===== src/scet_pkg.sv =====
// Shared types and constants for the scope capture edge-trigger core.
// No dependencies; every other file in src imports this package.
package scet_pkg;

  localparam int IndexBits    = 11;
  localparam int SampleInBits = 12;
  localparam int LevelBits    = 12;
  localparam int CountBits    = 32;

  localparam logic [LevelBits-1:0] LevelReset = 12'd2048;

  // Transaction kinds on the input channel.
  localparam logic KindStore  = 1'b0;
  localparam logic KindSearch = 1'b1;

  typedef enum logic [1:0] {
    SRCH_IDLE,
    SRCH_PRIME,
    SRCH_SCAN,
    SRCH_DONE
  } srch_state_t;

endpackage


===== src/scet_search.sv =====
// Edge search sequencer: walks the ring backward one read per cycle.
// Depends on scet_pkg; drives the read port of scet_ring.
module scet_search #(
  parameter int RING_DEPTH   = 2048,
  parameter int SCREEN_WIDTH = 128,
  parameter int SAMPLE_BITS  = 12,
  localparam int AW = $clog2(RING_DEPTH)
) (
  input  logic                           clk,
  input  logic                           rst,
  input  logic                           start,
  input  logic                           falling,
  input  logic [scet_pkg::LevelBits-1:0] level,
  input  logic [AW-1:0]                  newest,
  output logic                           rd_en,
  output logic [AW-1:0]                  rd_addr,
  input  logic [SAMPLE_BITS-1:0]         rd_data,
  output logic                           idle,
  output logic                           res_valid,
  output logic [AW-1:0]                  res_pos,
  output logic                           res_not_found,
  input  logic                           res_take
);
  import scet_pkg::*;

  localparam int HALF   = RING_DEPTH / 2;
  localparam int CNTW   = $clog2(HALF);
  localparam int OFFSET = (SCREEN_WIDTH / 2) % RING_DEPTH;
  localparam int CW     = (SAMPLE_BITS > LevelBits) ? SAMPLE_BITS : LevelBits;
  localparam logic [AW-1:0]   LastPos  = AW'(RING_DEPTH - 1);
  localparam logic [CNTW-1:0] LastStep = CNTW'(HALF - 1);

  srch_state_t            state, state_next;
  logic [AW-1:0]          start_pos, cur_pos, nxt_addr, start_calc;
  logic [SAMPLE_BITS-1:0] cur_val;
  logic [CNTW-1:0]        cnt;
  logic                   fall;
  logic                   cur_ge, old_ge, hit, last;

  function automatic logic [AW-1:0] pos_dec(input logic [AW-1:0] p);
    return (p == '0) ? LastPos : p - 1'b1;
  endfunction

  always_comb begin
    if (newest >= AW'(OFFSET)) begin
      start_calc = newest - AW'(OFFSET);
    end else begin
      start_calc = newest + AW'(RING_DEPTH - OFFSET);
    end
  end

  // cur_val is the sample at cur_pos; rd_data is its older neighbor.
  assign cur_ge = CW'(cur_val) >= CW'(level);
  assign old_ge = CW'(rd_data) >= CW'(level);
  assign hit    = fall ? (!cur_ge && old_ge) : (cur_ge && !old_ge);
  assign last   = (cnt == LastStep);

  always_comb begin
    state_next = state;
    unique case (state)
      SRCH_IDLE:  if (start) state_next = SRCH_PRIME;
      SRCH_PRIME: state_next = SRCH_SCAN;
      SRCH_SCAN:  if (hit || last) state_next = SRCH_DONE;
      SRCH_DONE:  if (res_take) state_next = SRCH_IDLE;
      default:    state_next = SRCH_IDLE;
    endcase
  end

  always_comb begin
    rd_en     = 1'b0;
    rd_addr   = nxt_addr;
    idle      = 1'b0;
    res_valid = 1'b0;
    unique case (state)
      SRCH_IDLE: begin
        idle    = 1'b1;
        rd_en   = start;
        rd_addr = start_calc;
      end
      SRCH_PRIME: rd_en = 1'b1;
      SRCH_SCAN:  rd_en = !(hit || last);
      SRCH_DONE:  res_valid = 1'b1;
      default:    rd_en = 1'b0;
    endcase
  end

  always_ff @(posedge clk) begin
    if (rst) begin
      state <= SRCH_IDLE;
    end else begin
      state <= state_next;
    end
  end

  always_ff @(posedge clk) begin
    case (state)
      SRCH_IDLE: begin
        if (start) begin
          start_pos <= start_calc;
          cur_pos   <= start_calc;
          nxt_addr  <= pos_dec(start_calc);
          cnt       <= '0;
          fall      <= falling;
        end
      end
      SRCH_PRIME: begin
        cur_val  <= rd_data;
        nxt_addr <= pos_dec(nxt_addr);
      end
      SRCH_SCAN: begin
        if (hit) begin
          res_pos       <= cur_pos;
          res_not_found <= 1'b0;
        end else if (last) begin
          res_pos       <= start_pos;
          res_not_found <= 1'b1;
        end else begin
          cur_val  <= rd_data;
          cur_pos  <= pos_dec(cur_pos);
          nxt_addr <= pos_dec(nxt_addr);
          cnt      <= cnt + 1'b1;
        end
      end
      default: begin
      end
    endcase
  end

endmodule


===== config.mk =====
export PLATFORM = sky130hd
export DESIGN_NAME = scet_search
export DESIGN_NICKNAME = d
export VERILOG_FILES = /design/src/scet_pkg.sv /design/src/scet_search.sv
export SDC_FILE = /design/constraint.sdc
export NUM_CORES = 1
export LEC_CHECK = 0
export BUFFER_PORTS_ARGS = -buffer_cell sky130_fd_sc_hd__buf_2
export CORE_ASPECT_RATIO = 1.75
export CORE_MARGIN = 2
export CORE_UTILIZATION = 45
export DETAILED_ROUTE_END_ITERATION = 12
export PLACE_DENSITY_LB_ADDON = 0.1
export SLEW_MARGIN = 5
export SYNTH_ARGS = -nofsm -noshare
export SYNTH_HDL_FRONTEND = slang
export SYNTH_SLANG_ARGS = --single-unit

===== constraint.sdc =====
create_clock -name clk -period 4.9 [get_ports clk]
set_input_delay 0.98 -clock clk [delete_from_list [all_inputs] [get_ports clk]]
set_output_delay 0.98 -clock clk [all_outputs]
set_load 0.02 [all_outputs]

* Word level (Yosys, flattened, before mapping) *
Cells that the tools add are included.

cells by class
  add/subtract/negate cells = 6
  $lt $le $gt $ge = 3
  equality and inequality tests = 9
  muxes and demuxes = 31
  reduce and logical (&&, ||, !) cells = 20

operators by type and width
  cell                                                                 number
  two-way mux 11 bit                                                   13
  logical NOT 11 bit                                                   3
  one-hot mux 11 bit (3 select lines)                                  1
  subtractor 11 x 1 -> 11 bit (second input constant)                  3
  two-way mux 10 bit                                                   3
  greater-or-equal comparator 12 bit                                   2
  two-way mux 12 bit                                                   2
  one-hot mux 12 bit (2 select lines)                                  1
  one-hot mux 11 bit (2 select lines)                                  1
  one-hot mux 10 bit (2 select lines)                                  1
  adder 11 bit (second input constant)                                 1
  greater-or-equal comparator 11 x 7 -> 1 bit (second input constant)  1
  subtractor 11 x 7 -> 11 bit (second input constant)                  1
  adder 10 x 1 -> 10 bit (second input constant)                       1
  equality test 10 bit (second input constant)                         1
  inequality test 2 bit (second input constant)                        5
  one-hot mux 2 bit (4 select lines)                                   1
  AND reduction 4 bit                                                  2
  two-way mux 2 bit                                                    3
  AND reduction 3 bit                                                  2
  nonzero test 2 bit                                                   3
  equality test 2 bit (second input constant)                          2
  two-way mux 1 bit                                                    4
  AND reduction 2 bit                                                  2
  7 further kinds                                                      10

word-level totals
  register bits = 70
  bits of input ports = 40
  output and inout bits = 26
  word-level logic and storage cells = 78

* Longest topological paths before layout *
Gate-level depths: netlist of the first run.

  depth in word-level cells = 7
  depth in mapped cells = 10
  depth with buffers taken out = 9

* Least setup slack after synthesis of the first run *
No wires, ideal clock.

  path kind = input port to flip-flop
  start = input port level[0] in the netlist's numbering
  end = register cnt[0] (enable)
  library setup time = 0.425 ns
  data arrival time = 4.276 ns
  data required time = 4.475 ns
  setup slack = 0.198 ns
  stages = 8
  path buffers = 0
  cells stage by stage = ha_1 > nand2b_1 > a2111o_1 > a311oi_2 > a21oi_1 > mux2i_4 > a21boi_2 > nor3_1

between the ends
  cells in the longest elaborated chain, start to end = 6

RTL lines
  element                                                       line                                  text
  from (decl)                                                   scet_search.sv:13                     input logic [scet_pkg::LevelBits-1:0] level,
  greater-or-equal comparator 12 bit, on equally long branches  scet_search.sv:54, scet_search.sv:53
  logical NOT 1 bit                                             scet_search.sv:55                     assign hit = fall ? (!cur_ge && old_ge) : (cur_ge && !old_ge);
  logical AND 1 bit                                             scet_search.sv:55
  two-way mux 1 bit (*)                                         scet_search.sv:55
  inequality test 2 bit (no line) (*)                           -
  AND reduction 4 bit (no line) (*)                             -
  to (signal assigned)                                          scet_search.sv:121                    cnt <= cnt + 1'b1;
  to (decl)                                                     scet_search.sv:36                     logic [CNTW-1:0] cnt;

Every way passes the cells marked *; elsewhere a longest branch is shown, timed or not.
A chain may end at the register's enable or synchronous reset.

* Final worst setup path of the first run *
  start = input port level[0] in the netlist's numbering
  end = output port rd_en

between the ends
  cells in the longest elaborated chain, start to end = 7

RTL lines
  element                                                       line                                  text
  greater-or-equal comparator 12 bit, on equally long branches  scet_search.sv:54, scet_search.sv:53
  logical NOT 1 bit                                             scet_search.sv:55
  logical AND 1 bit                                             scet_search.sv:55
  two-way mux 1 bit (*)                                         scet_search.sv:55
  logical OR 1 bit (*)                                          scet_search.sv:81                     SRCH_SCAN: rd_en = !(hit || last);
  logical NOT 1 bit (*)                                         scet_search.sv:81
  one-hot mux 1 bit (3 select lines) (*)                        scet_search.sv:74                     unique case (state)
  to (decl)                                                     scet_search.sv:15                     output logic rd_en,

Marked as above.

==> results of run 1 <==
==> stage by stage <==
| step | utilization (%) | instances | area (um2) |
|---|---|---|---|
| 6_report | 53.9 | 559 | 4840 |
| 5_1_grt | 53.9 | 559 | 4840 |
| 4_1_cts | 53.9 | 559 | 4840 |
| 3_5_place_dp | 51.1 | 544 | 4590 |
| 3_3_place_gp | 51.1 | 544 | 4590 |
| 2_1_floorplan | - | 361 | 4110 |
==> layer usage <==
layer	vias up	wire (um)	global-route usage [%]
li1	1472	-	-
met1	1340	3500	19.4
met2	75	4530	33.4
met3	16	363	4.01
met4	0	253	9.09
met5	-	0	0
==> power groups by stage <==
stage          Sequential (mW)  Combinational [mW]  Clock [mW]
6_report                  1.16                1.09       0.566
5_1_grt                   1.19                1.21       0.606
4_1_cts                   1.16                1.11       0.575
3_5_place_dp              1.17                1.10           0
3_3_place_gp              1.16                1.08           0
2_1_floorplan             1.13               0.785           0
==> flip-flops by register name, indices dropped and copies added, names as in the netlist <==
register / cells
cur_val: 12
state: 2
fall: 1
cur_pos: 11
res_pos: 11
cnt: 10
res_not_found: 1
nxt_addr: 11
start_pos: 11
==> how the worst max path moves through the flow <==
stage	startpoint	to	slack, ns	depth (start not counted)
detailed placement	level[0]	cur_val[8]$_DFFE_PP_	0.79	9
floorplan	level[0]	cnt[0]$_SDFFCE_PN0P_	0.20	8
global placement	level[0]	cur_val[10]$_DFFE_PP_	0.86	9
global route	level[0]	rd_en	0.78	10
CTS	level[0]	rd_en	0.90	10
finish	level[0]	rd_en	0.93	10
==> final cells by class <==
cell class	count	area, um2
tap	120	150
inverter	30	113
clock inverter	2	10.0
sequential	70	2080
multi-input combinational	253	1880
fill	842	4140
clock buffer	13	240
timing repair buffer	71	370
==> cell usage in the layout (no fill, tap or decap), drive strengths merged, types with 11 or more instances in the layout <==
| cell | netlist | layout |
|---|---|---|
| clkbuf | 5 | 13 |
| mux2 | 14 | 14 |
| xnor2 | 22 | 22 |
| nor2 | 21 | 21 |
| ha | 35 | 35 |
| o21ai | 17 | 17 |
| buf | 3 | 71 |
| inv | 30 | 30 |
| a21oi | 21 | 21 |
| edfxtp | 68 | 68 |
| nand2 | 19 | 19 |
| nand3 | 11 | 11 |
==> kinds of logic after synthesis <==
kind of cell               share of synthesized area [%]
AOI/OAI and AO/OA                                   11.0
xor gates and xnor gates                            6.61
adders and majority gates                           10.7
buffers and inverters                               3.69
DFF                                                 50.7
muxes                                               4.88
and+or+nand+nor                                     12.5
==> worst max-delay path, cell delays in order <==
cell	delay, ns
buf_2	0.11
ha_1	0.27
nand2b_1	0.14
a2111o_1	0.42
a311oi_2	0.29
a21oi_1	0.14
mux2i_4	0.22
nand3_1	0.11
a21oi_1	0.15
buf_2	0.17
==> out/metrics.yaml, run 1 <==
status: "finished clean"
ir_drop_uv: 344
comb_power_share_pct: 38.7
drcViolationCount: 0
hold_buffers: 0
n_antenna_cell: 0
clock_skew_ns: 0.00531
synth_edf_count: 68
place.gp.congestion: 0.795
layout_setup_ws_ns: 0.935
design.die.area_mm2: 0.00993
endpoint_kind: "primary output"
hp-class: "flip-flop to flip-flop"
min_to: "res_pos[0]$_DFFE_PP_"
start_kind: "primary input"
nets: 510
pwr-share-clk_pct: 20.1
p_leak_nw: 1.95
period_share_pct: 80.9
seqPwrFrac_pct: 41.2
core_area_mm2: 0.00898
cts_buffer_depth: 2
ys_top_cells_by_count: "edfxtp_1, ha_1, inv_1"
netlist_area_mm2: 0.00411
cts_tree: "yes"
rows: 46
holdPathStages: 2
yosysSeqAreaShare_pct: 50.7
fp.dieW_um: 76.2
period_needed_ns: 3.97
crit_fanout: 4
grt_pass1_vias: 2823
wl_um: 8640
p_total_mw: 2.82
rrSetupSlack_ns: 1.65
yosysMostFrequentCell: "edfxtp_1"
p_per_area_mw_per_mm2: 581
syn_avg_cell_area_um2: 11.4
grtUsageTotal_pct: 18.1
vias_per_cell: 5.19
ios: 66
setup_violations: 0
synthArstFlopShare_pct: 0
critPathKind: "primary input to primary output"
cap_violations: 0
antenna_found_initial: 0
hp-start: "start_pos[0]$_DFFE_PP_"
dp_slack_ns: 0.792
cp.required_ns: 3.92
grt_pass1_wl_um: 13700
port_buffers: 65
yosysTopAreaCellShare_pct: 49.7
clk-insertion-delay-late_ns: 0.33
r2r_end: "cur_val[4]$_DFFE_PP_"
cts_buffers: 9
cts_htree_levels: 3
cts_setup_buffers: 0
place.detailed.hpwl_um: 6560
antenna_left: 0
routedWlPerCell_um: 15.5
yosysUniqueCellTypes: 42
grt_max_degree: 33
yosysWarnings: 0
swShare_pct: 37.2
path_clk_slew_ns: 0.05
post_cts_resized: 0
max_freq_mhz: 252
synthCells: 361
synth_top_area_cell: "edfxtp_1"
drt_iter0_markers: 124
vias: 2903
root_buffer: "clkbuf_16"
fin_tns_setup_ns: 0
critPathArrivalTime_ns: 2.99
tightest_slew_ns: 1.17
p_switching_mw: 1.05
holdWs_ns: 0.524
initial_core_util_pct: 45.7
drtPass1Iterations: 4
ys.flop_type: "edfxtp_1"
r2r_cells: 9
syn_to_final_growth_pct: 18.0
hold_viol: 0
ys_ff_latch: 70
maxSlewViolCount: 0
dieHeight_um: 130
clkSinkCount: 70
rsz0062_at_grt: "no"
syn_nets: 436
synthTopCellsByArea: "edfxtp_1, ha_1, xnor2_1"
r2r_start: "cur_val[0]$_DFFE_PP_"
p_int_mw: 1.77
max_slew_margin_pct: 21.8
grt_overflow: 0
drive_above_1_share_pct: 22.3
No activity file was read; power rests on OpenSTA's default activity.
==> run 2, diff against run 1 <==
==> constraint.sdc (replaced) <==
create_clock -name clk -period 3.45 [get_ports clk]
set_input_delay 0.69 -clock clk [delete_from_list [all_inputs] [get_ports clk]]
set_output_delay 0.69 -clock clk [all_outputs]
set_load 0.02 [all_outputs]
==> out/metrics.yaml, run 2 (synthesized netlist as in run 1, its figures left out) <==
drt_iter0_markers: 112  # was 124
top_usage_layer: "met2"  # unchanged
max_stage_delay_ns: 0.41  # was 0.42 ns
clk-insertion-delay-late_ns: 0.33  # about the same
path_clk_slew_ns: 0.06  # was 0.05 ns
vias_per_cell: 5.28  # was 5.19
placed_cells: 549  # was 544
status: "finished, violations left"  # was finished clean
clock_skew_ns: 0.00558  # was 0.00531 ns
nets: 517  # was 510
cts_htree_levels: 3  # unchanged
maxSlewViolCount: 0  # unchanged
routedWlPerCell_um: 15.9  # was 15.5 um
root_buffer: "clkbuf_16"  # unchanged
period_share_pct: 100
final_common_cell: "edfxtp_1"  # unchanged
critPathArrivalTime_ns: 2.77  # was 2.99 ns
fp.dieW_um: 76.2  # unchanged
antenna_found_initial: 0  # unchanged
grt_max_degree: 22  # was 33
core_area_mm2: 0.00898  # unchanged
holdWs_ns: 0.511  # was 0.524 ns
period_needed_ns: 3.46
antenna_left: 0  # unchanged
global_route.usage.met1_pct: 20.0  # was 19.4%
tightest_slew_ns: 0.800  # was 1.17 ns
dieHeight_um: 130  # unchanged
drive_above_1_share_pct: 25.1  # was 22.3%
rows: 46  # unchanged
instances_no_fill: 567  # was 559
drcViolationCount: 0  # unchanged
initial_core_util_pct: 45.7  # unchanged
critPathBufInv: 3  # was 2
port_buffers: 65  # unchanged
crit_fanout: 2  # was 4
cap_violations: 0  # unchanged
fin_util_pct: 56.1  # was 53.9%
final_cell_mix: "edfxtp_1, buf_2, ha_1"  # unchanged
rsz0062_at_grt: "yes"  # was no
grt_pass1_wl_um: 14300  # was 13,700 um
hold_viol: 0  # unchanged
ir_drop_uv: 620  # was 344 uV
path_delay_family: "compound AO/OA/AOI/OAI gates"  # unchanged
max_slew_margin_pct: 46.4  # was 21.8%
cts_buffers: 9  # unchanged
hp-class: "flip-flop to flip-flop"  # unchanged
drtPass1Iterations: 5  # was 4
endpoint_kind: "primary output"  # unchanged
stdcell_area_mm2: 0.00504  # was 0.00484 mm2
layout_setup_ws_ns: -0.0107  # was 0.935 ns
dp_slack_ns: -0.204  # was 0.792 ns
cts_buffer_depth: 2  # unchanged
design.die.area_mm2: 0.00993  # unchanged
wl_um: 9020  # was 8640 um
place.detailed.hpwl_um: 6760  # was 6560 um
critPathKind: "primary input to primary output"  # unchanged
cp.required_ns: 2.76  # was 3.92 ns
clkSinkCount: 70  # unchanged
setup_violations: 1  # was 0
p_total_mw: 4.40  # was 2.82 mW
grtUsageTotal_pct: 18.7  # was 18.1%
fin_tns_setup_ns: -0.0107  # was 0 ns
cts_tree: "yes"  # unchanged
met3_usage_pct: 4.43  # was 4.01%
start_kind: "primary input"  # unchanged
p_leak_nw: 2.04  # was 1.95 nW
max_freq_mhz: 289
p_per_area_mw_per_mm2: 874  # was 581 mW/mm2
place_area_mm2: 0.00464  # was 0.00459 mm2
grt_pass1_vias: 2978  # was 2,823
ios: 66  # unchanged
violations: "setup timing"
gr-usage-met2_pct: 35.4  # was 33.4%
cp_cell_sequence: "buf_2, ha_1, nand2b_1, a2111o_1, a311oi_2, a21oi_2, mux2i_4, buf_4, nand3_1, a21oi_2, buf_4"  # was buf_2, ha_1, nand2b_1, a2111o_1, a311oi_2, a21oi_1, mux2i_4, nand3_1, a21oi_1, buf_2
vias: 2994  # was 2,903
syn_to_final_growth_pct: 22.7  # was 18.0%
place.gp.congestion: 0.823  # was 0.795
largest-register: "cur_val"  # unchanged
largest_register_ffs: 12  # unchanged
grt_overflow: 0  # unchanged
slowest_stage: "a2111o_1"  # unchanged
n_antenna_cell: 0  # unchanged
run 2: cell count changes in the layout (fill, tap and decap cells not counted), moves of 2 or more:
cell       previous run  this run
buf_4                 6        13
a21oi_2               0         2
nor3_4                0         2
a21oi_1              21        19
clkbuf_1              4         0
bufinv_16             0         4
run 2: area by class of cell:
cell class	count	area, um2
clock inverter	7	136
multi-input combinational	254	1910
tap	120	150
inverter	30	113
fill	831	3940
timing repair buffer	77	418
sequential	70	2080
clock buffer	9	225
run 2: tightest hold or removal path: cells and delay by family (launching register included):
family	cells	cell delay, ns
mux	1	0.06
flops	1	0.33
simple gates	1	0.08
run 2: where the power goes:
part / leakage, nW / switching (mW) / internal [mW]
clock network: 0.173 / 0.341 / 0.775
registers: 0.669 / 0.237 / 1.42
logic: 1.20 / 0.970 / 0.663
run 2: path summary, 6_finish.rpt:
| kind | start | end | slack (ns) | depth (start not counted) |
|---|---|---|---|---|
| worst max register to register | cur_val[0]$_DFFE_PP_ | cur_val[3]$_DFFE_PP_ | 0.27 | 12 |
| worst min-delay path | state[1]$_SDFFE_PP0P_ | state[1]$_SDFFE_PP0P_ | 0.51 | 2 |
| worst max-delay path | level[0] | rd_en | -0.01 | 11 |
| worst min register to register | state[1]$_SDFFE_PP0P_ | state[1]$_SDFFE_PP0P_ | 0.51 | 2 |
run 2: repair_timing:
item                       in CTS  in global routing
pin swaps                       2                  0
setup endpoints to repair       1                 22
gates resized for setup         2                  1
hold buffers                    0                  0
setup buffers                   1                  0
gates cloned                    0                  1
run 2: metal layers:
metal / routed length (um) / vias up / part of all wire (%)
li1: - / 1492 / -
met1: 3410 / 1418 / 38
met2: 5080 / 71 / 56
met3: 337 / 13 / 3.7
met4: 202 / 0 / 2.2
met5: 0 / - / 0
==> run 3, diff against run 2 <==
--- a/config.mk
+++ b/config.mk
@@ -6,11 +6,12 @@
 export NUM_CORES = 1
 export LEC_CHECK = 0
 export BUFFER_PORTS_ARGS = -buffer_cell sky130_fd_sc_hd__buf_2
+export CAP_MARGIN = 25
 export CORE_ASPECT_RATIO = 1.75
 export CORE_MARGIN = 2
 export CORE_UTILIZATION = 45
 export DETAILED_ROUTE_END_ITERATION = 12
-export PLACE_DENSITY_LB_ADDON = 0.1
+export PLACE_DENSITY = 0.68
 export SLEW_MARGIN = 5
 export SYNTH_ARGS = -nofsm -noshare
 export SYNTH_HDL_FRONTEND = slang
==> out/metrics.yaml, run 3 (synthesized netlist as in run 1, its figures left out) <==
setup_violations: 0  # was 1
clock_skew_ns: 0.00647  # was 0.00558 ns
n_antenna_cell: 0  # unchanged
cap_violations: 0  # unchanged
hold_buffers: 0  # unchanged
grt_overflow: 0  # unchanged
r2r_start: "cur_val[0]$_DFFE_PP_"  # unchanged
rows: 46  # unchanged
cp_cell_sequence: "buf_2, inv_1, ha_1, nand4_1, a21oi_1, a21oi_1, o21ai_0, mux2i_4, nand3_1, a21oi_2, buf_4"  # was buf_2, ha_1, nand2b_1, a2111o_1, a311oi_2, a21oi_2, mux2i_4, buf_4, nand3_1, a21oi_2, buf_4
drcViolationCount: 0  # unchanged
antenna_left: 0  # unchanged
p_per_area_mw_per_mm2: 835  # was 874 mW/mm2
antenna_found_initial: 0  # unchanged
hp-start: "state[1]$_SDFFE_PP0P_"  # unchanged
maxSlewViolCount: 0  # unchanged
p_leak_nw: 2.01  # was 2.04 nW
port_buffers: 65  # unchanged
ir_drop_uv: 665  # was 620 uV
fp.dieW_um: 76.2  # unchanged
period_share_pct: 96.3  # was 100%
tightest_slew_ns: 0.464  # was 0.800 ns
max_slew_margin_pct: 68.7  # was 46.4%
hold_viol: 0  # unchanged
p_total_mw: 4.14  # was 4.40 mW
holdWs_ns: 0.531  # was 0.511 ns
path_common_cell: "a21oi_1"
drt_iter0_markers: 125  # was 112
grt_max_degree: 32  # was 22
wl_um: 8600  # was 9020 um
cp-startpoint: "level[7]"  # was level[0]
cts_buffers: 9  # unchanged
status: "finished clean"  # was finished, violations left
syn_to_final_growth_pct: 20.8  # was 22.7%
placed_cells: 551  # was 549
design.die.area_mm2: 0.00993  # unchanged
final_cell_mix: "edfxtp_1, buf_2, ha_1"  # unchanged
place.detailed.hpwl_um: 6550  # was 6760 um
cts_htree_levels: 3  # unchanged
gr-usage-met2_pct: 33.8  # was 35.4%
top_usage_layer: "met2"  # unchanged
ios: 66  # unchanged
cts_tree: "yes"  # unchanged
largest_register_ffs: 12  # unchanged
start_kind: "primary input"  # unchanged
rsz0062_at_grt: "no"  # was yes
hp-class: "flip-flop to flip-flop"  # unchanged
largest-register: "cur_val"  # unchanged
cts_buffer_depth: 2  # unchanged
grt_pass1_vias: 3083  # was 2,978
initial_core_util_pct: 45.7  # unchanged
cp.required_ns: 2.76  # about the same
period_needed_ns: 3.32  # was 3.46 ns
nets: 518  # was 517
stdcell_area_mm2: 0.00496  # was 0.00504 mm2
grt_pass1_wl_um: 14300  # about the same
slowest_stage: "o21ai_0"  # was a2111o_1
max_stage_delay_ns: 0.39  # was 0.41 ns
critPathKind: "primary input to primary output"  # unchanged
vias: 3002  # was 2,994
met3_usage_pct: 3.32  # was 4.43%
max_freq_mhz: 301  # was 289 MHz
crit_fanout: 3  # was 2
final_common_cell: "edfxtp_1"  # unchanged
critPathArrivalTime_ns: 2.63  # was 2.77 ns
endpoint_kind: "primary output"  # unchanged
drtPass1Iterations: 6  # was 5
grtUsageTotal_pct: 18.2  # was 18.7%
global_route.usage.met1_pct: 20.0  # about the same
drive_above_1_share_pct: 24.2  # was 25.1%
routedWlPerCell_um: 15.2  # was 15.9 um
clkSinkCount: 70  # unchanged
path_clk_slew_ns: 0.05  # was 0.06 ns
dieHeight_um: 130  # unchanged
place.gp.congestion: 0.914  # was 0.823
clk-insertion-delay-late_ns: 0.32  # was 0.33 ns
core_area_mm2: 0.00898  # unchanged
instances_no_fill: 567  # unchanged
root_buffer: "clkbuf_16"  # unchanged
vias_per_cell: 5.29  # was 5.28
place_area_mm2: 0.00467  # was 0.00464 mm2
run 3: final timing paths:
| kind | to | slack, ns | cells past startpoint |
|---|---|---|---|
| worst min-delay path | state[1]$_SDFFE_PP0P_ | 0.53 | 2 |
| worst max register to register | nxt_addr[4]$_DFFE_PP_ | 0.58 | 12 |
| worst min register to register | state[1]$_SDFFE_PP0P_ | 0.53 | 2 |
| worst max-delay path | rd_en | 0.13 | 11 |
run 3: cell type report:
| class | count | area, um2 |
|---|---|---|
| Fill cell | 807 | 4020 |
| Inverter | 30 | 113 |
| Multi-Input combinational cell | 253 | 1900 |
| Sequential cell | 70 | 2080 |
| Clock inverter | 2 | 33.8 |
| Tap cell | 120 | 150 |
| Timing Repair Buffer | 79 | 445 |
| Clock buffer | 13 | 240 |
run 3: report_power, final:
group          internal [mW]  total, mW  switching [mW]
clock                  0.553      0.858           0.304
sequential              1.41       1.64           0.228
combinational          0.687       1.64           0.957
run 3: routing by layer:
metal  up-vias  routed length (um)
met1      1421                3510
met2        77                4520
met5         -                   0
li1       1486                   -
met4         0                 227
met3        18                 345
run 3: timing repair:
| action | 4_1_cts | 5_1_grt |
|---|---|---|
| gates resized for setup | 2 | 0 |
| setup endpoints to repair | 1 | 1 |
| buffers inserted | 1 | 0 |
| pin swaps | 1 | 4 |
| hold endpoints to repair | 0 | 0 |
run 3: stage by stage:
step                      setup TNS, ns  setup WS (ns)  util (%)
after CTS                             0        0.00852      55.2
final                                 0          0.128      55.2
after detailed placement          -2.21         -0.179      52.0
after floorplan                  -0.564        -0.0195         -
after global placement           -0.928        -0.0746      52.0
after global routing                  0        0.00197      55.2
run 3: worst max-delay path: cells and delay by family:
kind	cells	cell delay [ns]
simple gates	2	0.24
buf+inv	3	0.26
mux	1	0.35
fa+ha+maj	1	0.32
compound gates	4	0.77
